## src/dsf_div.sv

```systemverilog
// Pipelined unsigned restoring divider, one quotient bit per stage, with payload.
`default_nettype none
module dsf_div #(
    parameter int NB       = 24,
    parameter int PAY_BITS = 8
) (
    input  wire                 clk,
    input  wire                 rst_n,
    input  wire                 en,
    input  wire                 in_valid,
    input  wire [NB-1:0]        dividend,
    input  wire [NB-1:0]        divisor,
    input  wire [PAY_BITS-1:0]  pay_in,
    output logic                out_valid,
    output logic [NB-1:0]       quotient,
    output logic [PAY_BITS-1:0] pay_out
);
    logic [NB:0]         vld_reg;
    logic [NB-1:0]       rem_reg [NB+1];
    logic [NB-1:0]       q_reg   [NB+1];
    logic [NB-1:0]       dvs_reg [NB+1];
    logic [PAY_BITS-1:0] pay_reg [NB+1];

    always_comb
    begin
        vld_reg[0] = in_valid;
        rem_reg[0] = '0;
        q_reg[0]   = dividend;
        dvs_reg[0] = divisor;
        pay_reg[0] = pay_in;
    end

    for (genvar k = 0; k < NB; k++) begin : g_stage
        logic [NB:0] sh;
        always_comb
            sh = {rem_reg[k], q_reg[k][NB-1]};
        always_ff @(posedge clk or negedge rst_n)
        begin
            if (!rst_n)
                vld_reg[k+1] <= 1'b0;
            else if (en)
                vld_reg[k+1] <= vld_reg[k];
        end
        always_ff @(posedge clk)
        begin
            if (en)
            begin
                dvs_reg[k+1] <= dvs_reg[k];
                pay_reg[k+1] <= pay_reg[k];
                if (sh >= {1'b0, dvs_reg[k]})
                begin
                    rem_reg[k+1] <= NB'(sh - {1'b0, dvs_reg[k]});
                    q_reg[k+1]   <= {q_reg[k][NB-2:0], 1'b1};
                end
                else
                begin
                    rem_reg[k+1] <= sh[NB-1:0];
                    q_reg[k+1]   <= {q_reg[k][NB-2:0], 1'b0};
                end
            end
        end
    end

    assign out_valid = vld_reg[NB];
    assign quotient  = q_reg[NB];
    assign pay_out   = pay_reg[NB];
endmodule
`default_nettype wire

```

## config.mk

```make
export PLATFORM = sky130hd
export DESIGN_NAME = dsf_div
export DESIGN_NICKNAME = d
export VERILOG_FILES = /design/src/dsf_div.sv
export SDC_FILE = /design/constraint.sdc
export NUM_CORES = 2
export LEC_CHECK = 0
export BUFFER_PORTS_ARGS = -buffer_cell sky130_fd_sc_hd__buf_2
export CAP_MARGIN = 15
export CORE_UTILIZATION = 43
export DETAILED_ROUTE_END_ITERATION = 8
export PLACE_DENSITY_LB_ADDON = 0.05
export SYNTH_ARGS = -nofsm -noshare
export SYNTH_HDL_FRONTEND = slang
export SYNTH_SLANG_ARGS = --single-unit
```

## constraint.sdc

```tcl
create_clock -name clk -period 4.71 [get_ports clk]
set_clock_uncertainty 0.15 [all_clocks]
set_input_delay 0.2355 -clock clk [delete_from_list [all_inputs] [get_ports clk]]
set_output_delay 0.2355 -clock clk [all_outputs]
set_load 0.005 [all_outputs]
```

==> reports/metrics.yaml <==
finalNonFillerCells: 10200
period_share_pct: 93.2
cts_resized: 0
yosys_warnings: 0
placed_area_um2: 94700
place.gp.congestion: 0.859
outcome: "complete, no violations"
path_max_fanout: 24
cts.sinks: 1896
cp_top_family: "compound AO/OA/AOI/OAI gates"
grt_max_degree: 120
synth_edf_count: 1872
largest_reg_flops: 575
grt_pass1_vias: 51800
grt-ovfl-total: 0
drt_iter0_drc: 3496
cts-root-buf: "clkbuf_16"
slew_viol_final: 0
leakagePower_nw: 40.4
cp_slowest_cell: "edfxtp_1"
firstDrtPassIters: 6
insertion_delay_ns: 0.85
peakVddDrop_v: 0.000397
slew_headroom_pct: 22.2
syn-num-nets: 7512
end_kind: "flip-flop"
drc_errors: 0
io_pins: 93
finalHoldViolations: 0
pwr-share-comb_pct: 37.0
drv_cap: 0
netlist_instances: 6876
hp-class: "input port to flip-flop"
die_w_um: 460
area_delta_synth_final_pct: 14.0
viasPerCell: 5.17
vias: 52700
htree_levels: 4
die_height_um: 460
finalSetupViolCount: 0
worstPathRequired_ns: 5.09
final_cell_mix: "edfxtp_1, inv_1, ha_1"
crit_chain: "inv_1 -> ha_1 -> nor2b_1 -> o31a_1 -> o31ai_1 -> o211a_1 -> o32a_1 -> o21a_1 -> o21ai_1 -> a21o_1 -> a211oi_4 -> buf_4 -> buf_4 -> o21ai_0"
drive_above_1_share_pct: 11.0
p_int_mw: 44.7
synth-seq-cells: 1896
route.antenna.remaining_nets: 0
nNetsFinal: 7875
fmax_mhz: 228
min_period_ns: 4.39
ys_types: 88
wire_per_inst_um: 18.9
clk_pin_slew_worst_paths_ns: 0.06
design_area_um2: 103000
initial_core_util_pct: 43.4
arrival_ns: 4.77
clkPwrFrac_pct: 24.9
finish.utilization_pct: 49.5
path_buf_inv: 3
finalSetupTns_ns: 0
post_cts_buffers: 0
die_area_um2: 212000
cts_inserted_buffers: 205
row_count: 167
start_kind: "flip-flop"
coreArea_um2: 208000
netlist_area_um2: 90300
switching_power_mw: 22.4
p_sw_share_pct: 33.4
wirelength_um: 192000
dp.cells: 9706
tritoncts: "yes"
final_common_cell: "edfxtp_1"
path_common_cell: "buf_4"
fill_cells: 18100
grt_pass1_wl_um: 298000
cts_max_path_buffers: 3
grt_usage_pct: 18.1
antenna_found_initial: 8
seqPwrFrac_pct: 38.1
cts_hold_buffers: 113
avgSynthCellArea_um2: 13.1
hpwl_um: 140000
setup.worst_path.class: "flip-flop to flip-flop"
tightest_slew_ns: 1.16
ys.flop_type: "edfxtp_1"
power.density_nw_per_um2: 652
seq_area_frac_synth_pct: 62.9
ys_async_sr_fraction_pct: 1.27
portBuffers: 92
rsz0062_at_grt: "false"
max_stage_delay_ns: 0.44
==> final cells by class <==
cell class	instances	area (µm²)	area share (%)
Timing Repair Buffer	310	2650	2.58
Inverter	699	2620	2.55
Clock inverter	139	1800	1.74
Sequential cell	1896	56800	55.2
Multi-Input combinational cell	4127	30200	29.4
Tap cell	2788	3490	3.39
Clock buffer	245	5280	5.13
Antenna cell	2	5.00	0.00486
==> worst reg2reg max path: stages, from the launching register on <==
cell and delay [ns]:
edfxtp_1 0.44, inv_1 0.07, ha_1 0.31, nor2b_1 0.15, o31a_1 0.28, o31ai_1 0.43
o211a_1 0.30, o32a_1 0.25, o21a_1 0.20, o21ai_1 0.15, a21o_1 0.22, a211oi_4 0.32
buf_4 0.29, buf_4 0.30, o21ai_0 0.21
==> power groups by stage <==
stage | Combinational [mW] | Sequential, mW | Clock [mW]
after floorplan | 19.0 | 24.8 | 0
after global placement | 24.5 | 26.0 | 0
after detailed placement | 24.6 | 26.0 | 0
after CTS | 24.9 | 25.7 | 17.3
after global routing | 27.8 | 25.9 | 17.9
final | 24.9 | 25.6 | 16.7
==> metal layers <==
metal	GRT usage [%]	routed length (µm)	vias to the layer above
met5	0	0	-
met4	4.48	3970	0
met3	2.79	7610	249
met2	29.2	89500	889
met1	25.4	91300	25500
li1	-	-	26200
==> cells by family (layout without fill, tap and decap cells) <==
kind of cell               after synthesis  after routing  share of synthesized area [%]
xor gates and xnor gates               414            414                           4.02
adders and majority gates              576            576                           8.16
other                                    0              2                              0
DFF                                   1896           1896                           62.9
and+or+nand+nor                       1319           1319                           6.98
AOI/OAI and AO/OA                     1529           1529                           10.6
buffers and inverters                  853           1393                           3.75
muxes                                  289            289                           3.57
==> path summary, 6_finish.rpt <==
path,depth (start not counted),from,slack (ns),end
worst max-delay path,14,dvs_reg[385],0.32,g_stage[9].sh[1]
worst min-delay path,2,dividend[9],0.06,q_reg[562]
worst max register to register,14,dvs_reg[385],0.32,g_stage[9].sh[1]
worst min register to register,0,pay_reg[90],0.25,pay_reg[82]
max in group asynchronous,4,rst_n,3.75,vld_reg[14]
min in group asynchronous,3,rst_n,0.23,vld_reg[13]
==> stage by stage <==
step                setup slack [ns]  hold WS, ns  total power [mW]
floorplan                      0.734       -0.210              43.7
detailed placement             0.304        0.104              50.6
global placement               0.343       0.0842              50.5
finish                         0.322       0.0616              67.1
global route                  0.0716       0.0332              71.6
CTS                            0.276       0.0233              67.9
==> cell usage after synthesis, types with 17 or more instances <==
| cell type | number | area share, % |
|---|---|---|
| inv_1 | 698 | 2.9 |
| fa_1 | 22 | 0.49 |
| and4_1 | 18 | 0.17 |
| a21oi_1 | 460 | 2.5 |
| o21a_1 | 75 | 0.62 |
| ha_1 | 554 | 7.7 |
| o211ai_1 | 20 | 0.17 |
| a21boi_0 | 34 | 0.28 |
| mux2_2 | 248 | 3.1 |
| o21bai_1 | 46 | 0.38 |
| or3_1 | 25 | 0.17 |
| nor4_1 | 24 | 0.17 |
| buf_2 | 25 | 0.14 |
| o21ai_0 | 394 | 2.2 |
| nand2b_1 | 76 | 0.53 |
| nand3_1 | 109 | 0.60 |
| o31ai_1 | 40 | 0.33 |
| a211oi_1 | 34 | 0.28 |
| and2_1 | 17 | 0.12 |
| clkbuf_1 | 89 | 0.37 |
| xnor2_1 | 257 | 2.5 |
| nand4_1 | 73 | 0.51 |
| nor3_1 | 81 | 0.45 |
| or2_2 | 17 | 0.12 |
| edfxtp_1 | 1872 | 62 |
| buf_4 | 32 | 0.27 |
| nor2_1 | 340 | 1.4 |
| nor2b_1 | 75 | 0.52 |
| and3_1 | 39 | 0.27 |
| a31oi_1 | 47 | 0.33 |
| dfrtp_1 | 24 | 0.67 |
| nand2_1 | 388 | 1.6 |
| mux2i_1 | 27 | 0.30 |
| xor2_1 | 157 | 1.5 |
| a21o_1 | 203 | 1.7 |
(Power assumes the default switching activity.)
