## src/dsf_sqrt.sv

```systemverilog
// Pipelined floor square root, one result bit per stage, with a side payload.
`default_nettype none
module dsf_sqrt #(
    parameter int IN_BITS  = 48,
    parameter int PAY_BITS = 8
) (
    input  wire                       clk,
    input  wire                       rst_n,
    input  wire                       en,
    input  wire                       in_valid,
    input  wire [IN_BITS-1:0]         radicand,
    input  wire [PAY_BITS-1:0]        pay_in,
    output logic                      out_valid,
    output logic [IN_BITS/2-1:0]      root,
    output logic [PAY_BITS-1:0]       pay_out
);
    localparam int RB = IN_BITS / 2;

    logic [RB:0]         vld_reg;
    logic [IN_BITS-1:0]  rem_reg  [RB+1];
    logic [RB-1:0]       r_reg    [RB+1];
    logic [IN_BITS-1:0]  src_reg  [RB+1];
    logic [PAY_BITS-1:0] pay_reg  [RB+1];

    always_comb
    begin
        rem_reg[0] = '0;
        r_reg[0]   = '0;
        src_reg[0] = radicand;
        pay_reg[0] = pay_in;
        vld_reg[0] = in_valid;
    end

    // Restoring digit recurrence: stage k brings in two radicand bits.
    for (genvar k = 0; k < RB; k++) begin : g_stage
        logic [IN_BITS-1:0] rem_sh;
        logic [IN_BITS-1:0] trial;
        always_comb
        begin
            rem_sh = {rem_reg[k][IN_BITS-3:0], src_reg[k][IN_BITS-1 -: 2]};
            trial  = {{(IN_BITS-RB){1'b0}}, r_reg[k]} << 2 | {{(IN_BITS-1){1'b0}}, 1'b1};
        end
        always_ff @(posedge clk or negedge rst_n)
        begin
            if (!rst_n)
                vld_reg[k+1] <= 1'b0;
            else if (en)
                vld_reg[k+1] <= vld_reg[k];
        end
        always_ff @(posedge clk)
        begin
            if (en)
            begin
                src_reg[k+1] <= src_reg[k] << 2;
                pay_reg[k+1] <= pay_reg[k];
                if (rem_sh >= trial)
                begin
                    rem_reg[k+1] <= rem_sh - trial;
                    r_reg[k+1]   <= {r_reg[k][RB-2:0], 1'b1};
                end
                else
                begin
                    rem_reg[k+1] <= rem_sh;
                    r_reg[k+1]   <= {r_reg[k][RB-2:0], 1'b0};
                end
            end
        end
    end

    assign out_valid = vld_reg[RB];
    assign root      = r_reg[RB];
    assign pay_out   = pay_reg[RB];
endmodule
`default_nettype wire

```

## config.mk

```make
export PLATFORM = sky130hd
export DESIGN_NAME = dsf_sqrt
export DESIGN_NICKNAME = d
export VERILOG_FILES = /design/src/dsf_sqrt.sv
export SDC_FILE = /design/constraint.sdc
export NUM_CORES = 2
export LEC_CHECK = 0
export BUFFER_PORTS_ARGS = -buffer_cell sky130_fd_sc_hd__buf_2
export CORE_ASPECT_RATIO = 1.4
export CORE_UTILIZATION = 38
export CTS_CLUSTER_DIAMETER = 120
export CTS_CLUSTER_SIZE = 16
export DETAILED_ROUTE_END_ITERATION = 8
export PLACE_DENSITY = 0.49
export REMOVE_ABC_BUFFERS = 1
export SLEW_MARGIN = 40
export SYNTH_ARGS = -nofsm -noshare
export SYNTH_HDL_FRONTEND = slang
export SYNTH_SLANG_ARGS = --single-unit
```

## constraint.sdc

```tcl
create_clock -name clk -period 11.4 [get_ports clk]
set_input_delay 0 -clock clk [delete_from_list [all_inputs] [get_ports clk]]
set_output_delay 0 -clock clk [all_outputs]
set_load 0.05 [all_outputs]
```

==> results.rst <==
.. list-table::
   :header-rows: 1

   * - Metric
     - Value
   * - Slowest cell delay on critical path
     - 0.63 ns
   * - Largest area contributor in the netlist
     - edfxtp_1
   * - Post-layout minimum cycle time
     - 4.75 ns
   * - Net count of the finished layout
     - 7,555
   * - P per Cell Area
     - 170 mW/mm^2
   * - Flip-flop count of the largest register, all copies and words added
     - 1,029
   * - Layout Utilization
     - 0.425
   * - Clock skew after layout
     - 0.0539 ns
   * - Setup violators final
     - 0
   * - Share of the yosys chip area belonging to registers
     - 0.668
   * - Type of element launching the critical path
     - flip-flop
   * - CTS root buf
     - clkbuf_16
   * - Boundary Pins
     - 93
   * - Slew at the pin closest to its max-slew limit
     - 0.870 ns
   * - Vias in the first global route
     - 54,100
   * - Async set or reset register ratio after synthesis
     - 0.0117
   * - Tightest hold margin
     - 0.331 ns
   * - CP startpoint
     - g_stage[13].rem_sh[20]
   * - Flop2flop setup slack
     - 6.65 ns
   * - Count of mapped cells out of synthesis
     - 6,855
   * - Overall global routing resource usage
     - 0.163
   * - Leakage power figure
     - 37.0 nW
   * - Required time at the worst-slack endpoint
     - 11.94 ns
   * - Max H-tree Level
     - 4
   * - Fraction of post-synthesis cell area in the top cell type by area
     - 0.661
   * - Launch instance of the worst register-to-register path
     - g_stage[13].rem_sh[20]
   * - Total number of yosys warnings
     - 0
   * - Synth top area cells
     - edfxtp_1 66%, xor2_1 4.6%, ha_1 4.4%
   * - Critical path class
     - reg2reg
   * - Final global-route overflow total
     - 0
   * - Number of buffers added for setup after CTS
     - 0
   * - Total Routed Length
     - 202,000 um
   * - Layout cells sized above 1
     - 0.0637
   * - Result of the run
     - complete, no violations
   * - DP HPWL
     - 151,000 um
   * - Crit path cell chain
     - or4_1 > nor4b_1 > nand2_1 > or3_1 > or4_1 > nor3_1 > nand3_1 > buf_4 > nand3_1 > nor4_1 > xor2_1
   * - Full die area
     - 0.244 mm^2
   * - Initial antenna violation count
     - 6
   * - Chip Width
     - 418 um
   * - Dominant synthesized flop cell
     - edfxtp_1
   * - Number of fill cells
     - 21,900
   * - Routed via count divided by cell count
     - 5.00
   * - Worst Reg2Reg Path Length in Cells
     - 11
   * - CTS clock-pin slew for the worst setup and hold paths
     - 0.07 ns
   * - Maximum number of pins on one net before global-route repair
     - 162
   * - Final hold vios
     - 0
   * - Post-DRT Antenna Nets
     - 0
   * - Path type of the worst min-delay path
     - in2async
   * - Placer Congestion
     - 0.923
   * - Number of distinct library cells after synthesis
     - 84
   * - Routed length per instance
     - 19.3 um
   * - Switching power
     - 4.59 mW
   * - Count of max-cap constraint violations
     - 0
   * - Number of vias after detailed routing
     - 52,300
   * - Highest-delay cell along the critical path
     - or4_1
   * - DR DRC count
     - 0
   * - Core Box Area
     - 0.241 mm^2
   * - Post-synth EDFFs
     - 2,027
   * - Max IR drop VDD
     - 0.000116 V
   * - Global-route wire length before repair
     - 302,000 um
   * - Number of instances resized during post-cts repair
     - 0
   * - Final Cycle Share
     - 0.417
   * - Maximum buffer depth of the clock tree
     - 4
   * - Clock buffers created by TritonCTS
     - 154
   * - Part of the total power dissipated in combinational logic
     - 0.153
   * - DRT iter0 DRCs
     - 2,448
   * - Maximum fanout along the worst path
     - 31
   * - Number of max-slew violations in the final report
     - 0
   * - Chip Height
     - 584 um
   * - Crit. End Element
     - flip-flop
   * - TritonCTS clock tree
     - built
   * - Number of port buffers
     - 92
   * - Clk pwr share
     - 0.283
   * - Worst reg2reg endpoint
     - g_stage[14].rem_sh[39]
   * - Row Count
     - 213
   * - FF+latch count, synth
     - 2,051
   * - Fin Setup TNS
     - 0 ns
   * - RSZ-0062 raised after global routing
     - false
   * - Worst relative slew slack
     - 0.418
   * - Sw Share
     - 0.264
   * - Area growth from synthesis to layout
     - 11.1%
   * - Fmax
     - 0.210 GHz
   * - Mapped cell area
     - 0.0921 mm^2
   * - Effective utilization at floorplan
     - 0.383
   * - CTS Sinks
     - 2,051
   * - Average size of a mapped cell
     - 13.4 um^2
   * - Share of total power in sequential cells
     - 0.564
   * - Arrival @ worst endpoint
     - 5.29 ns
   * - Source-to-sink clock delay at the later pin of the worst-skew pair
     - 0.83 ns
   * - Endpoint of the most critical setup path
     - g_stage[14].rem_sh[39]
   * - P_int
     - 12.8 mW
   * - TritonRoute pass-1 iters
     - 5
-- layout make-up --
cell class	count	area, um^2	share of cell area
Inverter	406	1520	0.0149
Clock buffer	170	3940	0.0385
Antenna cell	38	95.1	0.000930
Sequential cell	2051	61500	0.601
Timing Repair Buffer	279	2430	0.0238
Tap cell	3225	4040	0.0394
Clock inverter	4	42.5	0.000416
Multi-Input combinational cell	4277	28800	0.281
-- metal layers --
metal / wire, um / track usage / vias to the layer above / share of wire
li1: - / - / 25800 / -
met1: 58000 / 0.122 / 25200 / 0.29
met2: 119000 / 0.342 / 804 / 0.59
met3: 4930 / 0.0202 / 505 / 0.024
met4: 20100 / 0.144 / 0 / 0.10
met5: 0 / 0 / - / 0
-- worst max-delay path: cells and delay by family (launching register included) --
| kind | cells | cell delay [ns] |
|---|---|---|
| simple gates | 9 | 3.59 |
| buf+inv | 1 | 0.29 |
| xor+xnor | 1 | 0.16 |
| flops | 1 | 0.43 |
-- through the flow --
| step | setup WS, ns | total power [mW] | cells | instance area, um^2 |
|---|---|---|---|---|
| after detailed placement | 6.65 | 12.6 | 10100 | 96900 |
| after floorplan | 5.69 | 11.6 | 6734 | 91600 |
| after global placement | 6.56 | 12.6 | 10100 | 96700 |
| after CTS | 6.60 | 17.7 | 10400 | 102000 |
| final | 6.65 | 17.4 | 10500 | 102000 |
| after global routing | 6.45 | 18.2 | 10500 | 102000 |
-- repair_timing --
| item | in CTS | in global routing |
|---|---|---|
| setup endpoints to repair | 0 | 0 |
| hold endpoints to repair | 202 | 24 |
| hold buffers | 119 | 1 |
-- layout by cell type, fill, tap and decap left out, types with 99 or more instances in the layout --
master / netlist / final
nor3_1: 270 / 268
or3_1: 127 / 127
edfxtp_1: 2027 / 2027
a21o_1: 111 / 111
inv_1: 402 / 402
xnor2_1: 342 / 342
xor2_1: 481 / 481
o21ai_0: 265 / 259
nand2b_1: 108 / 108
nor4_1: 136 / 129
dlygate4sd3_1: 0 / 119
nand3_1: 99 / 99
nor2_1: 465 / 464
ha_1: 326 / 326
nand2_1: 464 / 463
clkbuf_16: 0 / 155
a21oi_1: 281 / 280
-- worst min path at each step --
stage / cells after the start / slack (ns) / endpoint
finish: 4 / 0.33 / vld_reg[11]
global route: 3 / 0.34 / src_reg[1133]
CTS: 2 / 0.29 / src_reg[1129]
detailed placement: 1 / 0.009 / vld_reg[1]
global placement: 1 / -0.004 / vld_reg[1]
floorplan: 0 / -0.30 / out_valid
-- synthesized netlist by cell type, types with 24 or more instances --
cell type / number
xor2_1: 481
or3_1: 127
nand3_1: 99
nand3b_1: 26
nor2_1: 465
or2_2: 51
clkbuf_1: 98
edfxtp_1: 2027
o21a_1: 62
nand2_1: 464
o21ai_1: 28
or4_1: 93
nand2b_1: 108
nand4_1: 64
a21oi_1: 281
ha_1: 326
and3_1: 25
o31ai_1: 41
dfrtp_1: 24
xnor2_1: 342
mux2_2: 50
o21ai_0: 265
nor3_1: 270
inv_1: 402
nor2b_1: 66
a21o_1: 111
nor4_1: 136
-- power groups by stage --
stage | logic [mW] | clock network (mW) | registers [mW]
2_1_floorplan | 1.85 | 0 | 9.76
6_report | 2.67 | 4.92 | 9.81
5_1_grt | 2.97 | 5.38 | 9.88
3_5_place_dp | 2.64 | 0 | 9.98
3_3_place_gp | 2.59 | 0 | 9.96
4_1_cts | 2.69 | 5.17 | 9.81
-- cells by family after synthesis --
| kind of cell | count (synthesis) | share of synthesized area |
|---|---|---|
| mux | 64 | 0.00770 |
| compound gates | 977 | 0.0652 |
| simple gates | 2086 | 0.115 |
| fa+ha+maj | 326 | 0.0443 |
| other cells | 1 | 0.0000407 |
| xor+xnor | 823 | 0.0783 |
| buf+inv | 527 | 0.0220 |
| flops | 2051 | 0.668 |
Note: power is estimated with default switching activity, not from simulation.
